===== src/rtl/core/esrp_pkg.sv =====
// Shared types and constants for the ESC speed ramp pulse generator.
// No dependencies; imported by every module of the block.
package esrp_pkg;

    // Speed and pulse constants
    localparam int SPEED_W      = 8;
    localparam int MOTOR_W      = 4;
    localparam int PULSE_W      = 11;
    localparam int DUTY_W       = 16;
    localparam int MASK_W       = 16;

    localparam logic signed [SPEED_W-1:0] SPEED_MAX = 8'sd100;
    localparam logic signed [SPEED_W-1:0] SPEED_MIN = -8'sd100;
    localparam logic signed [SPEED_W:0]   SPEED_STEP = 9'sd10;

    localparam logic signed [11:0] PULSE_CENTER = 12'sd1500;
    localparam logic [PULSE_W-1:0] PULSE_ARM    = 11'd1000;

    // duty = floor(p * 65535 / 20000)
    //      = floor(floor((p * 65535) / 32) / 625), the /625 done by reciprocal.
    localparam int DUTY_X_W    = PULSE_W + 16;          // p * 65535
    localparam int DUTY_Y_W    = DUTY_X_W - 5;          // after /32
    localparam int DUTY_K_W    = 23;
    localparam int DUTY_SHIFT  = 32;
    localparam int DUTY_PROD_W = DUTY_Y_W + DUTY_K_W;
    localparam logic [DUTY_K_W-1:0] DUTY_RECIP = 23'd6871948;  // ceil(2^32 / 625)

    // Command queue between front and back
    localparam int CMD_DEPTH = 2;
    localparam int CMD_PTR_W = 1;
    localparam int CMD_CNT_W = 2;

    // Stream payload widths
    localparam int S_TDATA_W = 16;
    localparam int M_TDATA_W = 40;

    typedef struct packed {
        logic                       arm;      // reset motor to arming pulse
        logic [MOTOR_W-1:0]         motor;
        logic signed [SPEED_W-1:0]  target;   // already clamped
        logic                       ramp;     // step toward target by 10
    } cmd_t;

endpackage


===== src/rtl/core/esc_speed_ramp_pulse_generator.sv =====
// The first result of a command passes through the command queue, the command registers,
// stage 1 and the output register. A command with n results (1..21) occupies the ramp
//   sequencer to load it and the stored speed, then one result per cycle unless stalled.
// The two-entry command queue lets new items be accepted while a ramp is running.
// Reset (rst_n low, asynchronous): queue and pipeline empty, all motor speeds zero,
//   inverted_mask zero.
module esc_speed_ramp_pulse_generator
    import esrp_pkg::*;
#(
    parameter int MOTOR_COUNT = 16
)
(
    input  logic                  clk,
    input  logic                  rst_n,

    // configuration: inverted_mask
    input  logic                  cfg_we,
    input  logic [MASK_W-1:0]     cfg_wdata,

    // command items
    input  logic                  s_axis_tvalid,
    output logic                  s_axis_tready,
    input  logic [S_TDATA_W-1:0]  s_axis_tdata,   // [3:0] motor_index, [11:4] target_speed,
                                                  // [12] soft_req, [15:13] zero
    input  logic [0:0]            s_axis_tuser,   // [0] action

    // pulse update items
    output logic                  m_axis_tvalid,
    input  logic                  m_axis_tready,
    output logic [M_TDATA_W-1:0]  m_axis_tdata,   // [3:0] motor_out, [11:4] speed_out,
                                                  // [22:12] pulse_us, [38:23] duty, [39] zero
    output logic                  m_axis_tlast    // last
);

    // Per-motor direction bits; the user must write them only while the block is idle (not enforced).
    logic [MASK_W-1:0] inverted_mask_reg;

    logic                      push;
    cmd_t                      push_cmd;
    cmd_t                      head_cmd;
    logic                      fifo_full;
    logic                      fifo_empty;
    logic                      pop;
    logic [MOTOR_W-1:0]        out_motor;
    logic signed [SPEED_W-1:0] out_speed;
    logic [PULSE_W-1:0]        out_pulse;
    logic [DUTY_W-1:0]         out_duty;

    always_ff @(posedge clk or negedge rst_n)
    begin
        if (!rst_n)
        begin
            inverted_mask_reg <= '0;
        end
        else if (cfg_we)
        begin
            inverted_mask_reg <= cfg_wdata;
        end
    end

    // Front: motor range check and target clamp; out-of-range motors are
    // accepted and dropped without any result.
    esrp_front #(
        .MOTOR_COUNT (MOTOR_COUNT)
    ) u_front (
        .s_axis_tvalid (s_axis_tvalid),
        .s_axis_tready (s_axis_tready),
        .s_axis_tdata  (s_axis_tdata),
        .s_axis_tuser  (s_axis_tuser),
        .fifo_full     (fifo_full),
        .push          (push),
        .push_cmd      (push_cmd)
    );

    esrp_cmd_fifo u_fifo (
        .clk      (clk),
        .rst_n    (rst_n),
        .push     (push),
        .push_cmd (push_cmd),
        .pop      (pop),
        .head_cmd (head_cmd),
        .full     (fifo_full),
        .empty    (fifo_empty)
    );

    // Back: with the ramp bit set, steps toward the target by 10 per result, then the target
    // itself with last set; otherwise the target alone; arming command gives a single 1000 us pulse.
    esrp_back #(
        .MOTOR_COUNT (MOTOR_COUNT)
    ) u_back (
        .clk           (clk),
        .rst_n         (rst_n),
        .inverted_mask (inverted_mask_reg),
        .head_cmd      (head_cmd),
        .fifo_empty    (fifo_empty),
        .pop           (pop),
        .out_valid     (m_axis_tvalid),
        .out_ready     (m_axis_tready),
        .out_motor     (out_motor),
        .out_speed     (out_speed),
        .out_pulse     (out_pulse),
        .out_duty      (out_duty),
        .out_last      (m_axis_tlast)
    );

    assign m_axis_tdata = {1'b0, out_duty, out_pulse, out_speed, out_motor};

endmodule


===== src/rtl/core/esrp_front.sv =====
// Front end: takes input items, drops out-of-range motors, clamps targets.
// Depends on esrp_pkg; feeds esrp_cmd_fifo.
module esrp_front
    import esrp_pkg::*;
#(
    parameter int MOTOR_COUNT = 16
)
(
    input  logic                  s_axis_tvalid,
    output logic                  s_axis_tready,
    input  logic [S_TDATA_W-1:0]  s_axis_tdata,
    input  logic [0:0]            s_axis_tuser,
    input  logic                  fifo_full,
    output logic                  push,
    output cmd_t                  push_cmd
);

    logic [MOTOR_W-1:0]        motor;
    logic signed [SPEED_W-1:0] raw_target;
    logic                      motor_ok;

    assign motor      = s_axis_tdata[3:0];
    assign raw_target = s_axis_tdata[11:4];
    assign motor_ok   = ({28'd0, motor} < 32'(MOTOR_COUNT));

    assign s_axis_tready = !fifo_full;
    assign push          = s_axis_tvalid && s_axis_tready && motor_ok;

    always_comb
    begin
        push_cmd.arm   = s_axis_tuser[0];
        push_cmd.motor = motor;
        push_cmd.ramp  = s_axis_tdata[12];
        if (raw_target > SPEED_MAX)
        begin
            push_cmd.target = SPEED_MAX;
        end
        else if (raw_target < SPEED_MIN)
        begin
            push_cmd.target = SPEED_MIN;
        end
        else
        begin
            push_cmd.target = raw_target;
        end
    end

endmodule


===== src/rtl/core/esrp_cmd_fifo.sv =====
// Short command queue decoupling the front end from the ramp sequencer.
// Depends on esrp_pkg (cmd_t, queue depth).
module esrp_cmd_fifo
    import esrp_pkg::*;
(
    input  logic clk,
    input  logic rst_n,
    input  logic push,
    input  cmd_t push_cmd,
    input  logic pop,
    output cmd_t head_cmd,
    output logic full,
    output logic empty
);

    cmd_t                 mem_reg [CMD_DEPTH];
    logic [CMD_PTR_W-1:0] wr_ptr_reg, wr_ptr_next;
    logic [CMD_PTR_W-1:0] rd_ptr_reg, rd_ptr_next;
    logic [CMD_CNT_W-1:0] count_reg, count_next;

    assign full     = (count_reg == CMD_CNT_W'(CMD_DEPTH));
    assign empty    = (count_reg == '0);
    assign head_cmd = mem_reg[rd_ptr_reg];

    always_comb
    begin
        wr_ptr_next = wr_ptr_reg;
        rd_ptr_next = rd_ptr_reg;
        count_next  = count_reg;
        if (push)
        begin
            wr_ptr_next = (wr_ptr_reg == CMD_PTR_W'(CMD_DEPTH - 1)) ? '0 : wr_ptr_reg + 1'b1;
        end
        if (pop)
        begin
            rd_ptr_next = (rd_ptr_reg == CMD_PTR_W'(CMD_DEPTH - 1)) ? '0 : rd_ptr_reg + 1'b1;
        end
        if (push && !pop)
        begin
            count_next = count_reg + 1'b1;
        end
        else if (pop && !push)
        begin
            count_next = count_reg - 1'b1;
        end
    end

    always_ff @(posedge clk or negedge rst_n)
    begin
        if (!rst_n)
        begin
            wr_ptr_reg <= '0;
            rd_ptr_reg <= '0;
            count_reg  <= '0;
        end
        else
        begin
            wr_ptr_reg <= wr_ptr_next;
            rd_ptr_reg <= rd_ptr_next;
            count_reg  <= count_next;
        end
    end

    always_ff @(posedge clk)
    begin
        if (push)
        begin
            mem_reg[wr_ptr_reg] <= push_cmd;
        end
    end

endmodule


===== src/rtl/core/esrp_back.sv =====
// Back end: ramp sequencer with the per-motor speed store, pulse and duty stages.
// Depends on esrp_pkg; pops commands from esrp_cmd_fifo.
module esrp_back
    import esrp_pkg::*;
#(
    parameter int MOTOR_COUNT = 16
)
(
    input  logic                        clk,
    input  logic                        rst_n,
    input  logic [MASK_W-1:0]           inverted_mask,
    input  cmd_t                        head_cmd,
    input  logic                        fifo_empty,
    output logic                        pop,
    output logic                        out_valid,
    input  logic                        out_ready,
    output logic [MOTOR_W-1:0]          out_motor,
    output logic signed [SPEED_W-1:0]   out_speed,
    output logic [PULSE_W-1:0]          out_pulse,
    output logic [DUTY_W-1:0]           out_duty,
    output logic                        out_last
);

    localparam int STORE_DEPTH = (MOTOR_COUNT < 16) ? MOTOR_COUNT : 16;
    localparam int SIDX_W      = (STORE_DEPTH > 1) ? $clog2(STORE_DEPTH) : 1;

    localparam logic ST_IDLE = 1'b0;
    localparam logic ST_RUN  = 1'b1;

    function automatic logic [PULSE_W-1:0] pulse_of(input logic signed [SPEED_W-1:0] s,
                                                    input logic inv);
        logic signed [11:0] two_s;
        logic signed [11:0] p;
        two_s = {{3{s[SPEED_W-1]}}, s, 1'b0};
        p     = inv ? (PULSE_CENTER - two_s) : (PULSE_CENTER + two_s);
        return p[PULSE_W-1:0];
    endfunction

    // speed store, cleared by reset
    logic signed [SPEED_W-1:0] store_reg [STORE_DEPTH];

    logic                      state_reg, state_next;
    logic                      arm_reg;
    logic                      soft_reg;
    logic                      up_reg;
    logic                      inv_reg;
    logic [MOTOR_W-1:0]        motor_reg;
    logic signed [SPEED_W-1:0] target_reg;
    logic signed [SPEED_W-1:0] cur_reg;

    // stage 1: speed and pulse
    logic                      s1_valid_reg, s1_valid_next;
    logic [MOTOR_W-1:0]        s1_motor_reg;
    logic signed [SPEED_W-1:0] s1_speed_reg;
    logic [PULSE_W-1:0]        s1_pulse_reg;
    logic                      s1_last_reg;

    // stage 2: output register with duty
    logic                      o_valid_reg, o_valid_next;
    logic [MOTOR_W-1:0]        o_motor_reg;
    logic signed [SPEED_W-1:0] o_speed_reg;
    logic [PULSE_W-1:0]        o_pulse_reg;
    logic [DUTY_W-1:0]         o_duty_reg;
    logic                      o_last_reg;

    logic                      o_free;
    logic                      s1_free;
    logic                      s1_move;
    logic                      emit;
    logic                      short;
    logic                      done;
    logic [SIDX_W-1:0]         head_idx;
    logic [SIDX_W-1:0]         cur_idx;
    logic signed [SPEED_W-1:0] head_old;
    logic signed [SPEED_W:0]   cur_sum;

    logic [DUTY_X_W-1:0]       duty_x;
    logic [DUTY_Y_W-1:0]       duty_y;
    logic [DUTY_PROD_W-1:0]    duty_prod;

    assign o_free  = !o_valid_reg || out_ready;
    assign s1_free = !s1_valid_reg || o_free;
    assign s1_move = s1_valid_reg && o_free;

    assign head_idx = head_cmd.motor[SIDX_W-1:0];
    assign cur_idx  = motor_reg[SIDX_W-1:0];
    assign head_old = store_reg[head_idx];

    assign pop   = (state_reg == ST_IDLE) && !fifo_empty;
    assign emit  = (state_reg == ST_RUN) && s1_free;
    assign short = !arm_reg && soft_reg && (up_reg ? (cur_reg < target_reg)
                                                    : (cur_reg > target_reg));
    assign done  = emit && !short;

    assign cur_sum = {cur_reg[SPEED_W-1], cur_reg} + (up_reg ? SPEED_STEP : -SPEED_STEP);

    always_comb
    begin
        state_next = state_reg;
        case (state_reg)
            ST_IDLE:
            begin
                if (pop)
                begin
                    state_next = ST_RUN;
                end
            end
            ST_RUN:
            begin
                if (done)
                begin
                    state_next = ST_IDLE;
                end
            end
            default:
            begin
                state_next = ST_IDLE;
            end
        endcase
    end

    assign s1_valid_next = emit ? 1'b1 : (s1_move ? 1'b0 : s1_valid_reg);
    assign o_valid_next  = s1_move ? 1'b1 : (out_ready ? 1'b0 : o_valid_reg);

    always_ff @(posedge clk or negedge rst_n)
    begin
        if (!rst_n)
        begin
            state_reg    <= ST_IDLE;
            s1_valid_reg <= 1'b0;
            o_valid_reg  <= 1'b0;
            for (int i = 0; i < STORE_DEPTH; i++)
            begin
                store_reg[i] <= '0;
            end
        end
        else
        begin
            state_reg    <= state_next;
            s1_valid_reg <= s1_valid_next;
            o_valid_reg  <= o_valid_next;
            if (done)
            begin
                store_reg[cur_idx] <= arm_reg ? '0 : target_reg;
            end
        end
    end

    // command registers and ramp position
    always_ff @(posedge clk)
    begin
        if (pop)
        begin
            arm_reg    <= head_cmd.arm;
            soft_reg   <= head_cmd.ramp;
            motor_reg  <= head_cmd.motor;
            target_reg <= head_cmd.target;
            cur_reg    <= head_old;
            up_reg     <= (head_cmd.target >= head_old);
            inv_reg    <= inverted_mask[head_cmd.motor];
        end
        else if (emit && short)
        begin
            cur_reg <= cur_sum[SPEED_W-1:0];
        end
    end

    always_ff @(posedge clk)
    begin
        if (emit)
        begin
            s1_motor_reg <= motor_reg;
            s1_last_reg  <= !short;
            if (arm_reg)
            begin
                s1_speed_reg <= '0;
                s1_pulse_reg <= PULSE_ARM;
            end
            else if (short)
            begin
                s1_speed_reg <= cur_reg;
                s1_pulse_reg <= pulse_of(cur_reg, inv_reg);
            end
            else
            begin
                s1_speed_reg <= target_reg;
                s1_pulse_reg <= pulse_of(target_reg, inv_reg);
            end
        end
    end

    // duty: p*65535 = p*65536 - p, drop 5 bits, then reciprocal of 625
    assign duty_x    = {s1_pulse_reg, 16'd0} - {16'd0, s1_pulse_reg};
    assign duty_y    = duty_x[DUTY_X_W-1:5];
    assign duty_prod = DUTY_PROD_W'(duty_y) * DUTY_PROD_W'(DUTY_RECIP);

    always_ff @(posedge clk)
    begin
        if (s1_move)
        begin
            o_motor_reg <= s1_motor_reg;
            o_speed_reg <= s1_speed_reg;
            o_pulse_reg <= s1_pulse_reg;
            o_last_reg  <= s1_last_reg;
            o_duty_reg  <= DUTY_W'(duty_prod[DUTY_PROD_W-1:DUTY_SHIFT]);
        end
    end

    assign out_valid = o_valid_reg;
    assign out_motor = o_motor_reg;
    assign out_speed = o_speed_reg;
    assign out_pulse = o_pulse_reg;
    assign out_duty  = o_duty_reg;
    assign out_last  = o_last_reg;

endmodule


===== config.mk =====
export PLATFORM = sky130hd
export DESIGN_NAME = esc_speed_ramp_pulse_generator
export DESIGN_NICKNAME = d
export VERILOG_FILES = /design/src/rtl/core/esrp_pkg.sv /design/src/rtl/core/esc_speed_ramp_pulse_generator.sv /design/src/rtl/core/esrp_front.sv /design/src/rtl/core/esrp_cmd_fifo.sv /design/src/rtl/core/esrp_back.sv
export SDC_FILE = /design/constraint.sdc
export NUM_CORES = 1
export LEC_CHECK = 0
export ABC_AREA = 1
export ABC_CLOCK_PERIOD_IN_PS = 8600
export BUFFER_PORTS_ARGS = -buffer_cell sky130_fd_sc_hd__buf_4
export CORE_UTILIZATION = 55
export CTS_CLUSTER_DIAMETER = 30
export DETAILED_ROUTE_END_ITERATION = 12
export GPL_ROUTABILITY_DRIVEN = 1
export HOLD_SLACK_MARGIN = 0.08
export PLACE_DENSITY_LB_ADDON = 0.1
export SLEW_MARGIN = 20
export SYNTH_ARGS = -nofsm -noshare
export SYNTH_HDL_FRONTEND = slang
export SYNTH_HIERARCHICAL = 1
export SYNTH_SLANG_ARGS = --single-unit

===== constraint.sdc =====
create_clock -name clk -period 8.6 [get_ports clk]
set_input_delay 1.72 -clock clk [delete_from_list [all_inputs] [get_ports clk]]
set_output_delay 1.72 -clock clk [all_outputs]
set_load 0.05 [all_outputs]

==> results_dict.tcl <==
set metrics [dict create \
    cts_buffer_depth 3 \
    synth_enable_flop_cells 109 \
    setup_total_negative_slack_ns 0 \
    dp.final_hpwl_microns 43100 \
    worst_path_dominant_cell_family "adder cells" \
    numClockSinks 260 \
    grt_busiest_layer "met2" \
    number_of_input_and_output_port_buffers_inserted 72 \
    synth_async_sr_flop_share_pct 58.1 \
    critPathBufInv 8 \
    globalplace.congestion 0.967 \
    routed_wirelength_microns 56700 \
    insertion_delay_of_the_later_clocked_pin_in_the_worst_skew_pair_ns 0.60 \
    skew_final_ns 0.0269 \
    hold_path.startpoint "u_back/s1_speed_reg[3]" \
    worstPathArrival_ns 7.80 \
    post-route-period-util_pct 86.8 \
    worstPathMaxFanout 11 \
    final-max-slew-violation-count 0 \
    setup.worst_path.end_class "flop" \
    clock_tree.htree_level_count 2 \
    chipHeight_microns 203 \
    tightestPinTransition_ns 1.05 \
    gr-usage-met1_pct 34.7 \
    flop_and_latch_count_out_of_synthesis 260 \
    slowest_stage "sky130_fd_sc_hd__fa_1" \
    grt_overflow 0 \
    root_buffer "sky130_fd_sc_hd__clkbuf_16" \
    crit_path_class "flop to flop" \
    timing.critical_path.from "u_back/s1_speed_reg[0]" \
    post-route-cell-area_sq_um 25100 \
    fraction_of_the_yosys_area_taken_by_sequential_cells_pct 31.7 \
    floorplan.initialDensity_pct 55.9 \
    max-cap-violations 0 \
    syn_avg_cell_area_sq_um 8.75 \
    io-pin-count 81 \
    synth.most_common_cell "sky130_fd_sc_hd__nand2_1" \
    detail_route.wl_per_cell_microns 17.9 \
    synth_top_area_share_pct 17.0 \
    outcome "finished clean" \
    rr_startpoint "u_back/s1_speed_reg[0]" \
    grtUsageMet3_pct 3.76 \
    top_flip_flop_cell_by_instance_count_after_synthesis "sky130_fd_sc_hd__dfrtp_1" \
    slew_headroom_pct 30.1 \
    grt_start_max_net_pins 88 \
    dpl_cell_area_sq_um 23100 \
    cpPeakStageDelay_ns 0.61 \
    via_count_of_the_first_global_routing_pass 17900 \
    diodes 0 \
    clkTransAtPathRegs_ns 0.05 \
    synthDistinctLibCells 51 \
    tritoncts "yes" \
    reg2reg_slack_ns 1.13 \
    num-fill-cells 3445 \
    drive_above_1_share_pct 9.28 \
    cts_made_buffers 57 \
    coreArea_sq_um 39800 \
    postRouteAntennaNets 0 \
    fmaxAchievable_mhz 134 \
    post_cts.repair.setup_buffers 0 \
    synth.cell_area_sq_um 22300 \
    tritonroute_pass_1_iters 5 \
    drt_iter0_markers 1062 \
    cell_repeated_most_along_the_worst_path "sky130_fd_sc_hd__fa_1" \
    postSynthCellCount 2546 \
    crit_required_ns 8.93 \
    yosys.area.top_type "sky130_fd_sc_hd__dfrtp_1" \
    fp.dieW_microns 203 \
    grt_pass1_wl_microns 92200 \
    setup_viol_count_final 0 \
    grt_util_met2_pct 50.9 \
    cts.hold.buffers_added 0 \
    via_count 17300 \
    layout-area-overhead-vs-synth_pct 12.9 \
    final_stage_net_count 3038 \
    start_kind "flop" \
    synth.top_cells.by_count "569 x sky130_fd_sc_hd__nand2_1, 461 x sky130_fd_sc_hd__inv_1, 228 x sky130_fd_sc_hd__ha_1" \
    final-hold-violation-count 0 \
    cts_repair_resize_count 0 \
    total_drc_errors_in_the_routed_layout 0 \
    largest_register_ff_count 128 \
    track_usage_pct 28.7 \
    fin_crit_ns 7.47 \
    die_area_sq_um 41300 \
    synth_top_cells_by_area "sky130_fd_sc_hd__dfrtp_1 17%, sky130_fd_sc_hd__fa_1 15%, sky130_fd_sc_hd__edfxtp_1 15%, sky130_fd_sc_hd__ha_1 13%, sky130_fd_sc_hd__nand2_1 9.6%" \
    fp-row-count 73 \
    rsz0062_at_grt "false" \
    worstHoldPathType "flop to flop" \
    post_drt_via_cell_ratio 5.44 \
    synth-warning-count 6 \
    grt_antenna_before_repair 0 \
]
cell families (layout without fill, tap and decap cells):
group	after synthesis	in the layout	share of synthesized area, %
flip-flops	260	260	31.7
AO/OA/AOI/OAI	268	268	6.99
AND/OR/NAND/NOR	971	971	19.0
adder cells (fa/ha/maj)	397	397	28.0
XOR/XNOR	34	34	1.34
other	2	5	0.0337
buffers and inverters	564	666	10.5
multiplexers	50	50	2.48
layer usage:
layer | up-vias | wire [microns]
met1 | 8329 | 22900
li1 | 8348 | -
met5 | - | 0
met3 | 125 | 2500
met2 | 478 | 29000
met4 | 0 | 2310
placed cells by master, fill, tap and decap left out, types with 6 or more instances in the layout:
cell / n
sky130_fd_sc_hd__xnor2_1: 8
sky130_fd_sc_hd__inv_6: 10
sky130_fd_sc_hd__a21boi_0: 9
sky130_fd_sc_hd__xor2_1: 26
sky130_fd_sc_hd__nor2_1: 142
sky130_fd_sc_hd__bufinv_16: 12
sky130_fd_sc_hd__inv_1: 460
sky130_fd_sc_hd__clkbuf_16: 57
sky130_fd_sc_hd__edfxtp_1: 109
sky130_fd_sc_hd__o211ai_1: 37
sky130_fd_sc_hd__nand2_1: 569
sky130_fd_sc_hd__clkinv_2: 9
sky130_fd_sc_hd__clkinv_4: 6
sky130_fd_sc_hd__a21oi_1: 95
sky130_fd_sc_hd__ha_1: 228
sky130_fd_sc_hd__o21bai_1: 15
sky130_fd_sc_hd__dfrtp_1: 151
sky130_fd_sc_hd__nand4_1: 144
sky130_fd_sc_hd__fa_1: 169
sky130_fd_sc_hd__buf_4: 84
sky130_fd_sc_hd__nor2_2: 9
sky130_fd_sc_hd__mux2i_1: 36
sky130_fd_sc_hd__nand3_1: 72
sky130_fd_sc_hd__o21ai_0: 86
sky130_fd_sc_hd__inv_2: 7
sky130_fd_sc_hd__nand2_2: 12
sky130_fd_sc_hd__mux2_4: 9
sky130_fd_sc_hd__a21o_1: 9
sky130_fd_sc_hd__nor3_1: 6
layout make-up:
type	instances	area, sq um	share of cell area, %
timing repair buffer	86	653	2.60
inverter	473	1780	7.09
tap	525	657	2.61
sequential	260	7050	28.1
clock inverter	43	597	2.37
clock buffer	64	1480	5.90
multi-input combinational	1725	12900	51.4
metrics by stage:
stage	util [%]	hold WS, ns	setup slack, ns	std cells
floorplan	-	0.400	2.03	2549
detailed placement	57.9	0.405	1.13	3069
global route	63.1	0.418	0.685	3176
global placement	57.9	0.407	1.22	3069
finish	63.1	0.413	1.13	3176
CTS	63.1	0.410	1.12	3176
worst paths after layout:
kind	depth (start not counted)	end
setup / recovery	31	u_back/out_duty[1]
hold / removal	0	u_back/out_speed[3]
setup reg to reg	31	u_back/out_duty[1]
hold reg to reg	0	u_back/out_speed[3]
max in group asynchronous	2	inverted_mask_reg[11]
min in group asynchronous	1	u_back/store_reg[101]
worst register-to-register path, delay by kind of cell (launching register included):
kind / cells / cell delay (ns)
simple gates: 12 / 1.41
compound gates: 3 / 0.64
buf+inv: 8 / 0.84
fa+ha+maj: 8 / 3.89
flops: 1 / 0.42
Power is not shown: default switching activity piles up to over one toggle a cycle in this logic, so the estimate is an artifact.
